`src/rtl/rits_pkg.sv`:
```
// ----------------------------------------------------------------------------
// rits_pkg - shared types and constants for the radix symbol writer
// Character codes, symbol alphabet size, digit width and the mapping from
// symbol position to its ASCII code.
// ----------------------------------------------------------------------------
`default_nettype none

package rits_pkg;

  // Alphabet: 0-9, A-Z, a-z in ASCII order
  localparam int SYM_BITS = 62;
  // One digit or symbol position fits in six bits
  localparam int DIGIT_W  = 6;

  localparam logic [7:0] CH_NUL   = 8'h00;
  localparam logic [7:0] CH_0     = 8'h30;
  localparam logic [7:0] CH_9     = 8'h39;
  localparam logic [7:0] CH_UA    = 8'h41;
  localparam logic [7:0] CH_UZ    = 8'h5A;
  localparam logic [7:0] CH_LA    = 8'h61;
  localparam logic [7:0] CH_LZ    = 8'h7A;
  localparam logic [7:0] CH_MINUS = 8'h2D;

  localparam logic STATUS_OK           = 1'b0;
  localparam logic STATUS_BAD_ALPHABET = 1'b1;

  typedef logic [SYM_BITS-1:0] sym_mask_t;
  typedef logic [DIGIT_W-1:0]  digit_t;

  // ASCII code of the k-th alphanumeric
  function automatic logic [7:0] symbol_code(input digit_t k);
    logic [7:0] kk;
    kk = {2'b00, k};
    if (kk <= (CH_9 - CH_0)) begin
      symbol_code = CH_0 + kk;
    end else if (kk <= (CH_9 - CH_0) + (CH_UZ - CH_UA) + 8'd1) begin
      symbol_code = CH_UA + kk - 8'd10;
    end else begin
      symbol_code = CH_LA + kk - 8'd36;
    end
  endfunction

endpackage

`default_nettype wire

```
`src/rtl/radix_integer_to_symbols.sv`:
```
// ----------------------------------------------------------------------------
// radix_integer_to_symbols - signed integer to ASCII text in a chosen base
// Writes a VALUE_BITS signed value as characters in the base set by the
// symbol mask, most significant digit first, with a leading '-' when negative.
// ----------------------------------------------------------------------------
// Usage:
//   Input: a value is taken at a clock edge with start high and busy low.
//   Config: symbol_mask is written through cfg_valid/cfg_ready/cfg_data; the
//     port is ready whenever the block is idle and start is low. Bit k selects
//     the k-th alphanumeric (0-9, A-Z, a-z) for the alphabet; the base is its
//     popcount.
//   Output: each character is shown for one cycle with strobe high; last
//     marks the final character of a run. An alphabet of fewer than two
//     symbols gives one result with out_char 0, last 1 and status 1.
//   Timing: the first value after reset or a mask write scans the mask, one
//     bit a cycle, building the digit-to-symbol table. Each digit then goes
//     through the bit-serial divider, and each digit character through a
//     buffer read, a table read and the output register.
//   Reset: mask returns to the decimal digits, all runs are dropped.
//   The receiver cannot stall; characters are never held back.
// ----------------------------------------------------------------------------
`default_nettype none

module radix_integer_to_symbols #(
  parameter int VALUE_BITS = 32,
  parameter int MAX_DIGITS = 32
) (
  input  wire logic                         clk,
  input  wire logic                         rst,
  input  wire logic                         start,
  output logic                              busy,
  input  wire logic signed [VALUE_BITS-1:0] value,
  input  wire logic                         cfg_valid,
  output logic                              cfg_ready,
  input  wire rits_pkg::sym_mask_t          cfg_data,
  output logic                              strobe,
  output logic [7:0]                        out_char,
  output logic                              last,
  output logic                              status
);
  import rits_pkg::*;

  localparam int IDX_W = (MAX_DIGITS > 1) ? $clog2(MAX_DIGITS) : 1;
  localparam int CNT_W = $clog2(MAX_DIGITS + 1);
  localparam logic [CNT_W:0] MAX_D = (CNT_W + 1)'(MAX_DIGITS);

  typedef enum logic [2:0] {
    ST_IDLE,
    ST_SCAN,
    ST_CHECK,
    ST_DIV,
    ST_RD_BUF,
    ST_RD_POS,
    ST_OUT
  } state_t;

  state_t              state;
  sym_mask_t           symbol_mask;
  sym_mask_t           scan_sh;
  digit_t              scan_idx;
  digit_t              base;
  logic                dirty;
  logic                neg;
  logic [VALUE_BITS-1:0] mag;
  logic [VALUE_BITS-1:0] value_u;
  logic [CNT_W-1:0]    wr_idx;
  logic [IDX_W-1:0]    rd_idx;
  logic                div_load;
  logic                div_done;
  logic [VALUE_BITS-1:0] div_quo;
  digit_t              div_rem;
  logic                more;

  digit_t              digit_mem [MAX_DIGITS];
  digit_t              pos_mem   [SYM_BITS];
  digit_t              buf_q;
  digit_t              pos_q;

  assign busy      = (state != ST_IDLE);
  // Hold off mask writes while a transaction is being accepted
  assign cfg_ready = (state == ST_IDLE) && !start;
  assign value_u   = value;
  // Keep dividing while digits remain and the buffer has room
  assign more      = (div_quo != '0) && (({1'b0, wr_idx} + (CNT_W + 1)'(1)) < MAX_D);

  rits_divider #(
    .WIDTH(VALUE_BITS)
  ) u_div (
    .clk      (clk),
    .rst      (rst),
    .load     (div_load),
    .dividend (mag),
    .divisor  (base),
    .done     (div_done),
    .quotient (div_quo),
    .remainder(div_rem)
  );

  // Digit buffer and symbol position table
  always_ff @(posedge clk) begin
    if (state == ST_DIV && div_done) begin
      digit_mem[wr_idx[IDX_W-1:0]] <= div_rem;
    end
    if (state == ST_SCAN && scan_sh[0]) begin
      pos_mem[base] <= scan_idx;
    end
    buf_q <= digit_mem[rd_idx];
    pos_q <= pos_mem[buf_q];
  end

  // Sequencer, configuration register and registered outputs
  always_ff @(posedge clk) begin
    if (rst) begin
      state       <= ST_IDLE;
      symbol_mask <= SYM_BITS'(1023);
      dirty       <= 1'b1;
      base        <= '0;
      div_load    <= 1'b0;
      strobe      <= 1'b0;
      last        <= 1'b0;
      status      <= STATUS_OK;
      out_char    <= CH_NUL;
    end else begin
      strobe   <= 1'b0;
      div_load <= 1'b0;
      if (cfg_valid && cfg_ready) begin
        symbol_mask <= cfg_data;
        dirty       <= 1'b1;
      end
      case (state)
        ST_IDLE: begin
          if (start) begin
            neg      <= value_u[VALUE_BITS-1];
            mag      <= value_u[VALUE_BITS-1] ? (~value_u + VALUE_BITS'(1)) : value_u;
            scan_sh  <= symbol_mask;
            scan_idx <= '0;
            if (dirty) begin
              base  <= '0;
              state <= ST_SCAN;
            end else begin
              state <= ST_CHECK;
            end
          end
        end
        ST_SCAN: begin
          // Count alphabet members and record each one's position
          if (scan_sh[0]) begin
            base <= base + DIGIT_W'(1);
          end
          scan_sh  <= scan_sh >> 1;
          scan_idx <= scan_idx + DIGIT_W'(1);
          if (scan_idx == DIGIT_W'(SYM_BITS - 1)) begin
            dirty <= 1'b0;
            state <= ST_CHECK;
          end
        end
        ST_CHECK: begin
          if (base < DIGIT_W'(2)) begin
            strobe   <= 1'b1;
            out_char <= CH_NUL;
            last     <= 1'b1;
            status   <= STATUS_BAD_ALPHABET;
            state    <= ST_IDLE;
          end else begin
            wr_idx   <= '0;
            div_load <= 1'b1;
            state    <= ST_DIV;
          end
        end
        ST_DIV: begin
          if (div_done) begin
            mag <= div_quo;
            if (more) begin
              wr_idx   <= wr_idx + CNT_W'(1);
              div_load <= 1'b1;
            end else begin
              rd_idx <= wr_idx[IDX_W-1:0];
              // Sign leads the digits
              if (neg) begin
                strobe   <= 1'b1;
                out_char <= CH_MINUS;
                last     <= 1'b0;
                status   <= STATUS_OK;
              end
              state <= ST_RD_BUF;
            end
          end
        end
        ST_RD_BUF: begin
          state <= ST_RD_POS;
        end
        ST_RD_POS: begin
          state <= ST_OUT;
        end
        ST_OUT: begin
          strobe   <= 1'b1;
          out_char <= symbol_code(pos_q);
          last     <= (rd_idx == '0);
          status   <= STATUS_OK;
          if (rd_idx == '0) begin
            state <= ST_IDLE;
          end else begin
            rd_idx <= rd_idx - IDX_W'(1);
            state  <= ST_RD_BUF;
          end
        end
        default: begin
          state <= ST_IDLE;
        end
      endcase
    end
  end

endmodule

`default_nettype wire

```
`src/rtl/rits_divider.sv`:
```
// ----------------------------------------------------------------------------
// rits_divider - bit-serial restoring divider by a small radix
// Divides a WIDTH-bit magnitude by a six-bit base, one quotient bit per
// cycle; quotient and remainder are ready with a one-cycle done pulse.
// ----------------------------------------------------------------------------
`default_nettype none

module rits_divider #(
  parameter int WIDTH = 32
) (
  input  wire logic                  clk,
  input  wire logic                  rst,
  input  wire logic                  load,
  input  wire logic [WIDTH-1:0]      dividend,
  input  wire rits_pkg::digit_t      divisor,
  output logic                       done,
  output logic [WIDTH-1:0]           quotient,
  output rits_pkg::digit_t           remainder
);
  import rits_pkg::*;

  localparam int CNT_W = $clog2(WIDTH + 1);

  logic [WIDTH-1:0]   quo;
  digit_t             rem;
  logic [CNT_W-1:0]   cnt;
  logic               running;
  logic [DIGIT_W:0]   shifted;
  logic [DIGIT_W:0]   diff;
  logic               fits;

  // Trial subtraction of the divisor from the shifted partial remainder
  always_comb begin
    shifted = {rem, quo[WIDTH-1]};
    diff    = shifted - {1'b0, divisor};
    fits    = shifted >= {1'b0, divisor};
  end

  // Shift one quotient bit in per cycle
  always_ff @(posedge clk) begin
    if (rst) begin
      running <= 1'b0;
      done    <= 1'b0;
      cnt     <= '0;
    end else begin
      done <= 1'b0;
      if (load) begin
        running <= 1'b1;
        cnt     <= CNT_W'(WIDTH);
      end else if (running) begin
        cnt <= cnt - CNT_W'(1);
        if (cnt == CNT_W'(1)) begin
          running <= 1'b0;
          done    <= 1'b1;
        end
      end
    end
  end

  // Datapath: partial remainder and quotient shift register
  always_ff @(posedge clk) begin
    if (load) begin
      quo <= dividend;
      rem <= '0;
    end else if (running) begin
      quo <= {quo[WIDTH-2:0], fits};
      rem <= fits ? diff[DIGIT_W-1:0] : shifted[DIGIT_W-1:0];
    end
  end

  assign quotient  = quo;
  assign remainder = rem;

endmodule

`default_nettype wire

```
`config.mk`:
```
export PLATFORM = sky130hd
export DESIGN_NAME = radix_integer_to_symbols
export DESIGN_NICKNAME = d
export VERILOG_FILES = /design/src/rtl/rits_pkg.sv /design/src/rtl/radix_integer_to_symbols.sv /design/src/rtl/rits_divider.sv
export SDC_FILE = /design/constraint.sdc
export NUM_CORES = 1
export LEC_CHECK = 0
export BUFFER_PORTS_ARGS = -buffer_cell sky130_fd_sc_hd__buf_2
export CORE_MARGIN = 5
export CORE_UTILIZATION = 50
export DETAILED_ROUTE_END_ITERATION = 8
export PLACE_DENSITY = 0.66
export SYNTH_ARGS = -nofsm -noshare
export SYNTH_HDL_FRONTEND = slang
export SYNTH_SLANG_ARGS = --single-unit
```
`constraint.sdc`:
```
create_clock -name clk -period 26.5 [get_ports clk]
set_input_delay 3.975 -clock clk [delete_from_list [all_inputs] [get_ports clk]]
set_output_delay 3.975 -clock clk [all_outputs]
set_load 0.05 [all_outputs]
```
==> flow_metrics.env <==
export IMPL_drcViolationCount=0
export IMPL_synthSimpleGateAreaFrac_pct=8.89
export IMPL_fin_crit_sh_pct=33.1
export IMPL_fin_cells=3295
export IMPL_finalSetupTns_ps=0
export IMPL_die_h_um=269
export IMPL_synth_compound_area_share_pct=5.84
export IMPL_synth_net_count=2387
export IMPL_worstReg2RegEnd="pos_mem[11][5]$_DFFE_PP_"
export IMPL_r2r_start="state[0]$_SDFFE_PP0P_"
export IMPL_synthFlopType="edfxtp_1"
export IMPL_grt_pass1_wl_um=111000
export IMPL_drt_vias_per_instance=5.80
export IMPL_multiInputGateArea_um2=9370
export IMPL_vias=19100
export IMPL_finalClockSkew_ps=24.0
export IMPL_setup_slack_ps=17730
export IMPL_clk_pin_slew_worst_paths_ps=60
export IMPL_area_sequential_um2=23400
export IMPL_drtIter0Drc=1565
export IMPL_crit_type="input pin to primary output"
export IMPL_start_kind="input pin"
export IMPL_hp_start="symbol_mask[33]$_SDFFE_PP0P_"
export IMPL_slowest_delay_ps=350
export IMPL_period_needed_ps=8770
export IMPL_max_cap_violations=0
export IMPL_synth_seq_cells=817
export IMPL_worst_skew_pair_late_latency_ps=620
export IMPL_clockRootBuffer="clkbuf_16"
export IMPL_worstPathRequired_ps=22520
export IMPL_fp_dieW_um=269
export IMPL_synth_top_cell_by_area="edfxtp_1"
export IMPL_async_flop_share_pct=0
export IMPL_dpl_cell_area_um2=34800
export IMPL_wl_um=70800
export IMPL_synth_top_family_by_area="multiplexers"
export IMPL_whs_endpoint="symbol_mask[33]$_SDFFE_PP0P_"
export IMPL_fp_row_count=94
export IMPL_final_util_pct=56.7
export IMPL_p_leak_nw=12.6
export IMPL_overflow=0
export IMPL_setup_violations=0
export IMPL_antenna_found_initial=0
export IMPL_slew_headroom_pct=17.7
export IMPL_syn2layout_area_growth_pct=12.0
export IMPL_ys_top_cells_by_count="708 x edfxtp_1, 396 x nand2_1, 165 x nor2_1, 117 x mux4_2, 109 x dfxtp_1"
export IMPL_worstPathCellList="buf_2 -> nor2_1 -> buf_2"
export IMPL_ff2ff_setup_slack_ps=22820
export IMPL_ys_top_cells_by_area="edfxtp_1 64%, mux4_2 7.9%, dfxtp_1 6.5%"
export IMPL_status="finished, final reports clean"
export IMPL_post_cts_resize_count=0
export IMPL_synth_mux_area_share_pct=10.8
export IMPL_synth_edf_count=708
export IMPL_cp_max_fo=5
export IMPL_total_power_mw=2.88
export IMPL_clk_path_buf_depth=3
export IMPL_grt_pass1_vias=19400
export IMPL_hpwlAfterDp_um=43600
export IMPL_cts_buffers=81
export IMPL_cts_sinks=817
export IMPL_synth_area_um2=33500
export IMPL_ant_nets=0
export IMPL_worst_pin_slew_ps=1230
export IMPL_die_area_um2=72200
export IMPL_grt_start_max_net_pins=73
export IMPL_rr_worst_depth=6
export IMPL_critPathMostFrequentCell="buf_2"
export IMPL_dpl_cell_count=3145
export IMPL_p_int_mw=2.22
export IMPL_power_density_nw_per_um2=76.8
export IMPL_clock_fmax_mhz=114
export IMPL_synth_adder_area_share_pct=0.957
export IMPL_crit_path_end_kind="primary output"
export IMPL_ys_seq_area_share_pct=70.0
export IMPL_hold_class="flop to flop"
export IMPL_numPortBuffers=109
export IMPL_wire_per_inst_um=21.5
export IMPL_start_util_pct=50.6
export IMPL_yosysUniqueCellTypes=73
export IMPL_pwr_share_seq_pct=52.1
export IMPL_min_path_cells=2
export IMPL_p_clk_share_pct=40.1
export IMPL_rsz0062_at_grt="no"
export IMPL_synth_top_area_share_pct=63.5
export IMPL_slew_viol_final=0
export IMPL_ir_worst_vdd_v=0.0000522
export IMPL_yosysMostFrequentCell="edfxtp_1"
export IMPL_p_sw_share_pct=22.8
export IMPL_hold_violations=0
export IMPL_arrival_ps=4800
export IMPL_drive_gt1_share_pct=18.0
export IMPL_grt_use_total_pct=19.8
export IMPL_critPathTopFamily="buffers and inverters"
export IMPL_cts_tree="yes"
export IMPL_cp_buffers_inverters=2
export IMPL_combPwrFrac_pct=7.8
export IMPL_h_tree_depth=3
export IMPL_place_ws_ps=17720
export IMPL_diodes=0
export IMPL_cp_slowest_cell="nor2_1"
export IMPL_num_fill_cells=5196
export IMPL_synthCells=2264
export IMPL_ys_warn_count=0
export IMPL_core_area_um2=66100
export IMPL_switching_power_mw=0.658
export IMPL_synth_area_per_cell_um2=14.8
export IMPL_globalplace_congestion=0.835
export IMPL_hold_buffers=0
export IMPL_final_nets=2487
export IMPL_yosys_area_share_xor_xnor_pct=1.39
export IMPL_first_pass_iters=5
export IMPL_fin_area_um2=37500
export IMPL_ioPinCount=111
export IMPL_post_cts_buffers=0
export IMPL_whs_ps=455
-- cell type report --
class	instances	share of cell area [%]
Clock inverter	39	1.12
Inverter	32	0.320
Multi-Input combinational cell	1296	25.0
Clock buffer	111	6.12
Timing Repair Buffer	136	2.00
Sequential cell	817	62.6
Tap cell	864	2.88
-- flip-flops by register name (all words and copies together), names as in the netlist, 7 cells and up --
name,cells
digit_mem,192
mag,32
out_char,7
pos_mem,372
scan_sh,62
symbol_mask,62
u_div.quotient,32
-- cells in the final DEF, fill, tap and decap left out, drive strengths merged, types with 4 or more instances in the layout --
cell,instances
a211oi,9
a21o,5
a21oi,99
a221oi,4
a22o,6
a22oi,17
and2,7
buf,136
bufinv,7
clkbuf,111
clkinv,29
dfxtp,109
edfxtp,708
ha,24
inv,33
mux2,35
mux2i,59
mux4,117
nand2,396
nand2b,7
nand3,39
nand3b,5
nand4,7
nor2,165
nor2b,6
nor3,32
nor4,12
o211ai,6
o21a,5
o21ai,64
o221ai,21
o22ai,22
o31ai,14
o32ai,4
o41ai,6
or2,4
or3,9
xnor2,17
xor2,36
-- power groups by stage --
stage / logic (mW) / registers (mW) / clock network (mW)
final: 0.224 / 1.50 / 1.15
after global routing: 0.249 / 1.50 / 1.24
after CTS: 0.226 / 1.50 / 1.17
after detailed placement: 0.225 / 1.53 / 0
after global placement: 0.217 / 1.53 / 0
after floorplan: 0.127 / 1.55 / 0
-- metal layers --
layer / vias up / GRT usage [%] / share of wire (%)
met2: 665 / 31.5 / 48
met1: 9588 / 28.4 / 43
met3: 91 / 4.09 / 7.4
met4: 0 / 4.96 / 1.9
li1: 8769 / - / -
met5: - / 0 / 0
-- cell families after synthesis --
family / Yosys count
flops: 817
buf+inv: 151
compound gates: 304
fa+ha+maj: 25
other cells: 1
xor+xnor: 53
mux: 211
simple gates: 702
-- worst reg2reg max path, stage by stage, from the launching register on --
cell and delay [ps]:
dfxtp_1 590, nor3b_2 240, buf_4 540, nand2_1 200, nor2_1 270, nand3_1 660
nor2_1 810
-- worst max-delay path by stage --
stage	startpoint	end	slack [ps]	depth (start not counted)
2_1_floorplan	rst	scan_idx[0]$_SDFFCE_PN0P_	15010	3
3_3_place_gp	start	cfg_ready	17810	3
3_5_place_dp	start	cfg_ready	17720	3
4_1_cts	start	cfg_ready	17720	3
5_1_grt	start	cfg_ready	17650	3
6_report	start	cfg_ready	17730	3
Power figures use the tool's default switching activity.
